==> src/rtl/core/svp_pkg.sv <==
// shared constants, codes and types for the stack with value purge
package svp_pkg;

    // store geometry
    localparam int DEPTH   = 64;
    localparam int CNT_W   = $clog2(DEPTH + 1);
    localparam int IDX_W   = $clog2(DEPTH);
    localparam int DATA_W  = 32;
    localparam int OP_W    = 2;
    localparam int STAT_W  = 2;
    localparam int COUNT_W = 7;
    localparam int COUNT_MAX = 127;

    // stream packing
    localparam int S_TDATA_W = 40;
    localparam int M_TDATA_W = 48;

    // operation codes
    localparam logic [OP_W-1:0] OP_PUSH  = 2'd0;
    localparam logic [OP_W-1:0] OP_POP   = 2'd1;
    localparam logic [OP_W-1:0] OP_PURGE = 2'd2;

    // status codes
    localparam logic [STAT_W-1:0] ST_OK        = 2'd0;
    localparam logic [STAT_W-1:0] ST_UNDERFLOW = 2'd1;
    localparam logic [STAT_W-1:0] ST_NOTFOUND  = 2'd2;
    localparam logic [STAT_W-1:0] ST_OVERFLOW  = 2'd3;

    // movement of the cell row
    typedef enum logic [1:0] {
        SH_HOLD = 2'd0,
        SH_DOWN = 2'd1,
        SH_UP   = 2'd2
    } t_shift;

    // control group from the sequencer to the cell row
    typedef struct packed {
        t_shift           mode;
        logic             inject;
        logic [IDX_W-1:0] tail;
    } t_chain_ctl;

endpackage

==> src/rtl/core/stack_with_value_purge_top.sv <==
// top level of the stack with value purge: sequencer, occupancy and result register
// push and pop: result registered into the output register in the cycle after the item is accepted,
//   and a new item can be taken every cycle while the result register drains
// purge: one cell of the row examined per cycle, then the result waits for a free result register; input is held off
// reset (i_rst_n low, synchronous) empties the stack and drops any pending result;
//   cell contents are not cleared, entries above the occupancy are never read
module stack_with_value_purge_top (
    input  logic                           i_clk,
    input  logic                           i_rst_n,
    // input item: [1:0] op, [33:2] value, [39:34] zero
    input  logic                           s_axis_tvalid,
    output logic                           s_axis_tready,
    input  logic [svp_pkg::S_TDATA_W-1:0]  s_axis_tdata,
    // result item: [31:0] popped_value, [33:32] status, [40:34] removed_count, [47:41] zero
    output logic                           m_axis_tvalid,
    input  logic                           m_axis_tready,
    output logic [svp_pkg::M_TDATA_W-1:0]  m_axis_tdata
);
    import svp_pkg::*;

    // sequencer states
    typedef enum logic [1:0] {
        S_IDLE  = 2'b01,
        S_PURGE = 2'b10
    } t_state;

    t_state r_state, n_state;

    // field unpacking
    logic [OP_W-1:0]   w_op;
    logic [DATA_W-1:0] w_value;
    assign w_op    = s_axis_tdata[OP_W-1:0];
    assign w_value = s_axis_tdata[OP_W +: DATA_W];

    // occupancy of the row
    logic [CNT_W-1:0] r_occ, n_occ;

    // purge pass: entries left to examine, running length, removed count, key
    logic [CNT_W-1:0]  r_left, n_left;
    logic [CNT_W-1:0]  r_len, n_len;
    logic [CNT_W-1:0]  r_rem, n_rem;
    logic [DATA_W-1:0] r_key, n_key;

    // result register
    logic               r_out_valid, n_out_valid;
    logic [DATA_W-1:0]  r_out_popped, n_out_popped;
    logic [STAT_W-1:0]  r_out_status, n_out_status;
    logic [COUNT_W-1:0] r_out_count, n_out_count;

    // cell row
    t_chain_ctl        w_ctl;
    logic [DATA_W-1:0] w_bus;
    logic [DATA_W-1:0] w_top;

    logic w_out_free;
    logic w_accept;
    logic w_match;
    logic [31:0] w_rem_ext;

    // result register can take a new item when empty or being drained
    assign w_out_free    = !r_out_valid || m_axis_tready;
    assign s_axis_tready = (r_state == S_IDLE) && w_out_free;
    assign w_accept      = s_axis_tvalid && s_axis_tready;
    assign w_match       = (w_top == r_key);

    // removed count saturates to the field width
    assign w_rem_ext = 32'(r_rem);

    svp_chain u_chain (
        .i_clk (i_clk),
        .i_ctl (w_ctl),
        .i_bus (w_bus),
        .o_top (w_top)
    );

    always_comb begin
        n_state      = r_state;
        n_occ        = r_occ;
        n_left       = r_left;
        n_len        = r_len;
        n_rem        = r_rem;
        n_key        = r_key;
        n_out_popped = r_out_popped;
        n_out_status = r_out_status;
        n_out_count  = r_out_count;
        n_out_valid  = r_out_valid && !m_axis_tready;

        w_ctl.mode   = SH_HOLD;
        w_ctl.inject = 1'b0;
        w_ctl.tail   = '0;
        w_bus        = w_value;

        unique case (r_state)
            S_IDLE: begin
                if (w_accept) begin
                    n_out_popped = '0;
                    n_out_status = ST_OK;
                    n_out_count  = '0;
                    n_out_valid  = 1'b1;
                    unique case (w_op)
                        OP_PUSH: begin
                            if (r_occ < CNT_W'(DEPTH)) begin
                                // everything moves one cell deeper, new item enters cell 0
                                w_ctl.mode   = SH_DOWN;
                                w_ctl.inject = 1'b1;
                                w_ctl.tail   = '0;
                                n_occ        = r_occ + CNT_W'(1);
                            end else begin
                                n_out_status = ST_OVERFLOW;
                            end
                        end
                        OP_POP: begin
                            if (r_occ == '0) begin
                                n_out_popped = '1;
                                n_out_status = ST_UNDERFLOW;
                            end else begin
                                w_ctl.mode   = SH_UP;
                                n_out_popped = w_top;
                                n_occ        = r_occ - CNT_W'(1);
                            end
                        end
                        OP_PURGE: begin
                            // result comes at the end of the pass
                            n_out_valid = 1'b0;
                            n_key       = w_value;
                            n_left      = r_occ;
                            n_len       = r_occ;
                            n_rem       = '0;
                            n_state     = S_PURGE;
                        end
                        default: begin
                            // unused code: no change, all-zero result
                        end
                    endcase
                end
            end
            S_PURGE: begin
                if (r_left != '0) begin
                    // rotate: top leaves, kept items re-enter behind the survivors
                    w_ctl.mode = SH_UP;
                    w_bus      = w_top;
                    n_left     = r_left - CNT_W'(1);
                    if (w_match) begin
                        n_len = r_len - CNT_W'(1);
                        n_rem = r_rem + CNT_W'(1);
                    end else begin
                        w_ctl.inject = 1'b1;
                        w_ctl.tail   = IDX_W'(r_len - CNT_W'(1));
                    end
                end else if (w_out_free) begin
                    n_occ        = r_len;
                    n_out_valid  = 1'b1;
                    n_out_popped = '0;
                    n_out_status = (r_rem == '0) ? ST_NOTFOUND : ST_OK;
                    n_out_count  = (w_rem_ext > 32'(COUNT_MAX)) ? COUNT_W'(COUNT_MAX)
                                                                : w_rem_ext[COUNT_W-1:0];
                    n_state      = S_IDLE;
                end
            end
            default: begin
                n_state = S_IDLE;
            end
        endcase
    end

    // control state
    always_ff @(posedge i_clk) begin
        if (!i_rst_n) begin
            r_state     <= S_IDLE;
            r_occ       <= '0;
            r_out_valid <= 1'b0;
        end else begin
            r_state     <= n_state;
            r_occ       <= n_occ;
            r_out_valid <= n_out_valid;
        end
    end

    // payload and pass bookkeeping, no reset needed
    always_ff @(posedge i_clk) begin
        r_left       <= n_left;
        r_len        <= n_len;
        r_rem        <= n_rem;
        r_key        <= n_key;
        r_out_popped <= n_out_popped;
        r_out_status <= n_out_status;
        r_out_count  <= n_out_count;
    end

    assign m_axis_tvalid = r_out_valid;
    assign m_axis_tdata  = {(M_TDATA_W - COUNT_W - STAT_W - DATA_W)'(0),
                            r_out_count, r_out_status, r_out_popped};

endmodule

==> src/rtl/core/svp_cell.sv <==
// one storage cell of the stack row
module svp_cell (
    input  logic                        i_clk,
    input  svp_pkg::t_shift             i_mode,
    input  logic                        i_inject,
    input  logic [svp_pkg::DATA_W-1:0]  i_bus,
    input  logic [svp_pkg::DATA_W-1:0]  i_prev,
    input  logic [svp_pkg::DATA_W-1:0]  i_next,
    output logic [svp_pkg::DATA_W-1:0]  o_q
);
    import svp_pkg::*;

    logic [DATA_W-1:0] r_q;
    logic [DATA_W-1:0] n_q;

    always_comb begin
        n_q = r_q;
        if (i_inject) begin
            n_q = i_bus;
        end else begin
            case (i_mode)
                SH_DOWN: n_q = i_prev;
                SH_UP:   n_q = i_next;
                default: n_q = r_q;
            endcase
        end
    end

    always_ff @(posedge i_clk) begin
        r_q <= n_q;
    end

    assign o_q = r_q;

endmodule

==> src/rtl/core/svp_chain.sv <==
// row of storage cells, cell 0 holds the top of the stack
module svp_chain (
    input  logic                        i_clk,
    input  svp_pkg::t_chain_ctl         i_ctl,
    input  logic [svp_pkg::DATA_W-1:0]  i_bus,
    output logic [svp_pkg::DATA_W-1:0]  o_top
);
    import svp_pkg::*;

    logic [DATA_W-1:0] w_q [DEPTH];

    for (genvar g = 0; g < DEPTH; g++) begin : g_cell
        logic [DATA_W-1:0] w_prev;
        logic [DATA_W-1:0] w_next;
        logic              w_inject;

        if (g == 0) begin : g_first
            assign w_prev = i_bus;
        end else begin : g_mid_prev
            assign w_prev = w_q[g-1];
        end

        if (g == DEPTH - 1) begin : g_last
            assign w_next = '0;
        end else begin : g_mid_next
            assign w_next = w_q[g+1];
        end

        assign w_inject = i_ctl.inject && (i_ctl.tail == IDX_W'(g));

        svp_cell u_cell (
            .i_clk    (i_clk),
            .i_mode   (i_ctl.mode),
            .i_inject (w_inject),
            .i_bus    (i_bus),
            .i_prev   (w_prev),
            .i_next   (w_next),
            .o_q      (w_q[g])
        );
    end

    assign o_top = w_q[0];

endmodule

==> config.mk <==
export PLATFORM = sky130hd
export DESIGN_NAME = stack_with_value_purge_top
export DESIGN_NICKNAME = d
export VERILOG_FILES = /design/src/rtl/core/svp_pkg.sv /design/src/rtl/core/stack_with_value_purge_top.sv /design/src/rtl/core/svp_cell.sv /design/src/rtl/core/svp_chain.sv
export SDC_FILE = /design/constraint.sdc
export NUM_CORES = 2
export LEC_CHECK = 0
export BUFFER_PORTS_ARGS = -buffer_cell sky130_fd_sc_hd__buf_2
export CORE_ASPECT_RATIO = 1.5
export CORE_MARGIN = 2
export CORE_UTILIZATION = 30
export DETAILED_ROUTE_END_ITERATION = 16
export PLACE_DENSITY = 0.42
export SYNTH_ARGS = -nofsm -noshare
export SYNTH_HDL_FRONTEND = slang
export SYNTH_SLANG_ARGS = --single-unit
==> constraint.sdc <==
create_clock -name i_clk -period 8 [get_ports i_clk]
set_input_delay 1.2 -clock i_clk [delete_from_list [all_inputs] [get_ports i_clk]]
set_output_delay 1.2 -clock i_clk [all_outputs]
set_load 0.05 [all_outputs]
; Word level (Yosys, flattened, before mapping)
; Index checks and enable logic that the tools add are counted.
[classes]
n_addsub = 5
order_cmp = 2
n_eq_ne = 79
muxes = 186
n_reduce_logical = 146
[ops]
columns = operator, n
row1 = $pmux 32 s2, 65
row2 = $mux 32, 71
row3 = $eq 6x6->1 const B, 32
row4 = $reduce_bool 3->1, 64
row5 = $mux 7, 20
row6 = $eq 6x5->1 const B, 16
row7 = $pmux 7 s2, 6
row8 = $logic_and 1x1->1, 67
row9 = $eq 6x4->1 const B, 8
row10 = $eq 32x32->1, 1
row11 = $eq 6x3->1 const B, 4
row12 = $sub 7x1->7 const B, 3
row13 = $mux 2, 10
row14 = $mux 9, 2
row15 = $pmux 9 s2, 1
row16 = $pmux 2 s2, 4
row17 = $add 7x1->7 const B, 2
row18 = $logic_not 7->1, 2
row19 = $eq 6x2->1 const B, 2
row20 = $reduce_and 4->1, 3
row21 = $ne 2x2->1 const B, 5
row22 = $mux 8, 1
row23 = $gt 7x7->1 const B, 1
row24 = $lt 7x7->1 const B, 1
row25 = other kinds (17), 27
[word_totals]
regBits = 2152
in_bits = 44
out_inout_bits = 50
wordCells = 492

; Longest topological paths before layout
[depth]
ltp_word = 9
ltp_mapped = 13
ltp_nobuf = 10

; Cells and area by module
; From an unflattened synthesis, not the netlist that was laid out.
[unflattened]
cells_unflattened = 12170
area_unflattened_um2 = 156533.9
[modules_own_cells]
columns = mod, n_inst, cells_per_inst, area_per_inst_um2, seq_area_each_um2
row1 = svp_cell, 64, 182, 2356.0, 960.9
row2 = stack_with_value_purge_top, 1, 428, 5276.3, 3022.9
row3 = svp_chain, 1, 94, 473.0, 0.0

; Least setup slack after synthesis
; OpenSTA, ideal clock, no wires.
[synth_timing]
kind = in2reg
startpoint = input m_axis_tready
endpoint = register r_len[0], enable pin
setup_time_ns = 0.364
arrival_time_ns = 5.635
required_time_ns = 7.636
path_slack_ns = 2.002
stages = 6
n_path_buf = 0
cell_sequence = nand2b_1 -> nand3_1 -> nor3b_1 -> nor2b_1 -> a211oi_1 -> o21a_1
[synth_via]
elab_chain_cells = 5
[synth_lines]
columns = element, line_no
row1 = from (decl), stack_with_value_purge_top.sv:16  ; input logic m_axis_tready,
row2 = $logic_or 1x1->1, stack_with_value_purge_top.sv:61  ; assign w_out_free = !r_out_valid || m_axis_tready;
row3 = $logic_and 1x1->1, stack_with_value_purge_top.sv:62  ; assign s_axis_tready = (r_state == S_IDLE) && w_out_free;
row4 = $logic_and 1x1->1, stack_with_value_purge_top.sv:63  ; assign w_accept = s_axis_tvalid && s_axis_tready;
row5 = $ne 2x2->1 (no line), n/a
row6 = $reduce_and 5->1 (no line), n/a
row7 = to (signal assigned), stack_with_value_purge_top.sv:182  ; r_len <= n_len;
row8 = to (decl), stack_with_value_purge_top.sv:40  ; logic [CNT_W-1:0] r_len, n_len;
; No other way between the ends.
; A chain may end at the register's enable or synchronous reset.

; Worst setup path after layout
[layout_timing]
startpoint = register r_state[1]
endpoint = register u_chain.g_cell[34].u_cell.r_q[25], enable pin
[layout_via]
elab_chain_cells = 8
elab_cells_between_ends = 11
cone_classes = eq/ne: 5 / mux: 2 / reduce/logical: 4
[layout_lines]
columns = element, line_no
row1 = from (decl), stack_with_value_purge_top.sv:27  ; t_state r_state, n_state;
row2 = from (signal assigned), stack_with_value_purge_top.sv:173  ; r_state <= n_state;
row3 = $eq 2x1->1, "stack_with_value_purge_top.sv:62, stack_with_value_purge_top.sv:93"
row4 = $logic_and 1x1->1, stack_with_value_purge_top.sv:62
row5 = $logic_and 1x1->1, stack_with_value_purge_top.sv:63
row6 = $mux 9, stack_with_value_purge_top.sv:95  ; if (w_accept) begin
row7 = $pmux 9 s2 (*), stack_with_value_purge_top.sv:93  ; unique case (r_state)
row8 = $eq 6x6->1, svp_chain.sv:29  ; assign w_inject = i_ctl.inject && (i_ctl.tail == IDX_W'(g));
row9 = $logic_and 1x1->1, svp_chain.sv:29
row10 = $reduce_bool 3->1 (no line) (*), n/a
row11 = to (signal assigned), svp_cell.sv:30  ; r_q <= n_q;
row12 = to (decl), svp_cell.sv:13  ; logic [DATA_W-1:0] r_q;
; Mark *: on every way between the ends. The rest lies on a longest branch, timed or not.

==> impl_metrics.ini <==
[route]
drt_first_pass_iters = 5
drc = 0
via_count = 64000
routed_via_density = 4.98
avgRoutedWirePerCell_um = 25.5
wl_met2_mm = 162
wl_mm = 328
top_layer = met5
ant_nets = 0
met3_wirelength_mm = 10.8
met1Wirelength_mm = 145
drt_iter0_markers = 4480

[placement]
hpwl_mm = 218
placed_area_um2 = 117000
port_buffers = 80
dp.cells = 12400
place_ws_ns = 2.61
gp_congestion = 0.775

[clock_tree]
postCtsHoldBufs = 0
cts_tree = yes
cts_root_buf = clkbuf_16
clock_latency_ns = 0.91
clkTransAtPathRegs_ns = 0.06
numCtsBuffers = 232
clock-sinks = 2152
cts_resized = 0
cts_setup_buffers = 0
h-tree-depth = 4
cts_max_path_buffers = 4

[pwr]
vdd_drop_max_mv = 0.180
p_per_area_nw_per_um2 = 315
leakage_nw = 47.8

[grt]
grt_max_degree = 148
antenna_found_initial = 13
grt_pass1_vias = 65400
grt_overflow = 0
grt_usage_pct = 16.6
grt_pass1_wl_mm = 477

[finish]
syn_to_final_growth_pct = 10.4
drive_above_1_share_pct = 9.71
n_fill_cell = 36500
multi_input_area_um2 = 44200
finalNetCount = 7722
fin_area_um2 = 124000
seq_area_um2 = 64500
layoutNonFillerInstCount = 12800
fin_util_pct = 33.3

[job]
cap_viol_max_count = 0

[critical_path]
crit_fanout = 49
crit_type = reg -> reg
required_ns = 8.54
endpoint_kind = flop
r2r_slack_ns = 2.66
worstRegToRegCells = 12
startpoint_type = flop
crit_arrival_ns = 5.88

[die]
fp-row-count = 275
die_w_um = 504
core_region_area_um2 = 373000
design.portCount = 94
die-area_um2 = 380000
start_util_pct = 30.1
die_y_um = 754

[sta]
relSlewSlack_pct = 17.6
rsz0062_at_grt = false
finalSetupViolCount = 0
fin_crit_sh_pct = 66.7
finalWorstSetupSlack_ns = 2.66
period_needed_ns = 5.34
worstMarginPinSlew_ns = 1.24
finalHoldViolations = 0
setup_tns_ns = 0
drv_slew = 0
timing.fmax_mhz = 187
skew_ns = 0.0447

[run_status]
status = completed

[synthesis]
synth_cell_type_count = 68
ys_warn_count = 0
syn_inst = 7871
synth_area_leaders = edfxtp_1 57%, mux2i_1 31%, nand2_1 1.5%
ys_seq_elements = 2152
synth-edff-count = 2142
async_flop_share_pct = 0
synth_ff_type = edfxtp_1
synth_top_area_share_pct = 57.2
yosysSeqAreaShare_pct = 57.4
synth_top_cell_by_area = edfxtp_1
synth_area_um2 = 112000
avgSynthCellArea_um2 = 14.3

[hold_path]
holdPathStages = 2
hold_path_class = reg -> reg
## Yosys cell counts (all sizes together), types with 2 or more instances
library cell,n
o22ai,2
buf,466
mux2,64
and2,75
nor3b,6
nor4,10
nand2,468
or3,7
inv,15
dfxtp,10
clkbuf,275
nand4,28
a22oi,98
a2111oi,2
mux2i,3490
and4,3
o211a,5
and3,52
o211ai,4
nand2b,16
nor2,156
nand3,23
xnor2,9
edfxtp,2142
nor3,15
ha,11
a21o,3
nor2b,5
a31oi,100
o21ai,75
o21a,33
a21oi,114
xor2,41
a211oi,33
## where the power goes
part           internal, mW  total, mW  switching [mW]
Clock                  5.61       10.3            4.68
Sequential             16.7       18.8            2.11
Combinational          3.80       9.99            6.20
## kinds of logic (layout without fill, tap and decap cells)
| logic type | Yosys count | count (layout) | share of synthesized area (%) |
|---|---|---|---|
| muxes | 3554 | 3554 | 31.7 |
| DFF | 2152 | 2152 | 57.4 |
| and+or+nand+nor | 867 | 867 | 3.83 |
| buffers and inverters | 756 | 725 | 3.81 |
| AOI/OAI and AO/OA | 479 | 479 | 2.70 |
| xor gates and xnor gates | 50 | 50 | 0.403 |
| adders and majority gates | 12 | 12 | 0.140 |
| other | 1 | 13 | 0.00334 |
## layer usage
metal	vias up	global-route usage [%]
met2	1212	28.9
met5	-	0
met1	32600	21.4
met3	466	1.91
li1	29600	-
met4	8	5.22
## worst max-delay path: stages (launching register included)
cell	delay [ns]
dfxtp_1	0.37
ha_2	0.18
buf_4	0.42
o31ai_4	0.12
buf_4	0.30
nand2b_1	0.28
a21oi_4	0.25
buf_4	0.63
nand2_2	0.26
or3_2	0.50
buf_4	0.33
nand2_1	0.73
buf_4	0.48
## final cells by class
class / instances / share of cell area (%)
antenna: 6 / 0.0121
clock buffer: 294 / 4.93
clock inverter: 120 / 0.599
inverter: 15 / 0.0454
multi-input combinational: 4969 / 35.6
sequential: 2152 / 52.0
tap: 4986 / 5.02
timing repair buffer: 296 / 1.81
## final timing paths
kind / start / endpoint
hold / removal: r_state[0]$_SDFFE_PN1P_ / r_state[0]$_SDFFE_PN1P_
setup reg to reg: r_state[1]$_SDFFE_PN0P_ / u_chain.g_cell[34].u_cell.o_q[25]$_DFFE_PP_
hold reg to reg: r_state[0]$_SDFFE_PN1P_ / r_state[0]$_SDFFE_PN1P_
setup / recovery: r_state[1]$_SDFFE_PN0P_ / u_chain.g_cell[34].u_cell.o_q[25]$_DFFE_PP_
## layout by cell type (no fill, tap or decap), types with 18 or more instances in the layout
cell / netlist / routed
o21a_1: 33 / 33
nand2_1: 462 / 456
buf_12: 0 / 18
clkinv_2: 0 / 29
and2_1: 75 / 72
clkbuf_1: 275 / 58
nor2_1: 155 / 154
mux2i_1: 3490 / 3458
a31oi_1: 100 / 100
clkbuf_16: 0 / 236
clkinv_1: 0 / 74
a211oi_1: 33 / 33
buf_4: 44 / 197
buf_2: 295 / 81
o21ai_0: 72 / 72
a21oi_1: 113 / 113
mux2_2: 64 / 64
and3_1: 50 / 45
mux2i_4: 0 / 32
nand4_4: 19 / 19
a22oi_1: 98 / 98
edfxtp_1: 2142 / 2142
xor2_1: 40 / 39
## flip-flops by register name (all words and copies together) (netlist names), 7 cells and up
name and cells:
r_len 7, r_out_popped 32, r_left 7, r_out_count 7, u_chain.g_cell.u_cell.o_q 2048, r_occ 7, r_key 32, r_rem 7
## per-stage QoR
| step | hold slack (ns) | total power [mW] |
|---|---|---|
| final | 0.525 | 39.1 |
| after global routing | 0.475 | 41.0 |
| after CTS | 0.438 | 39.6 |
| after detailed placement | 0.526 | 29.1 |
| after global placement | 0.506 | 28.7 |
| after floorplan | 0.480 | 25.3 |
No activity file was read; power rests on OpenSTA's default activity.
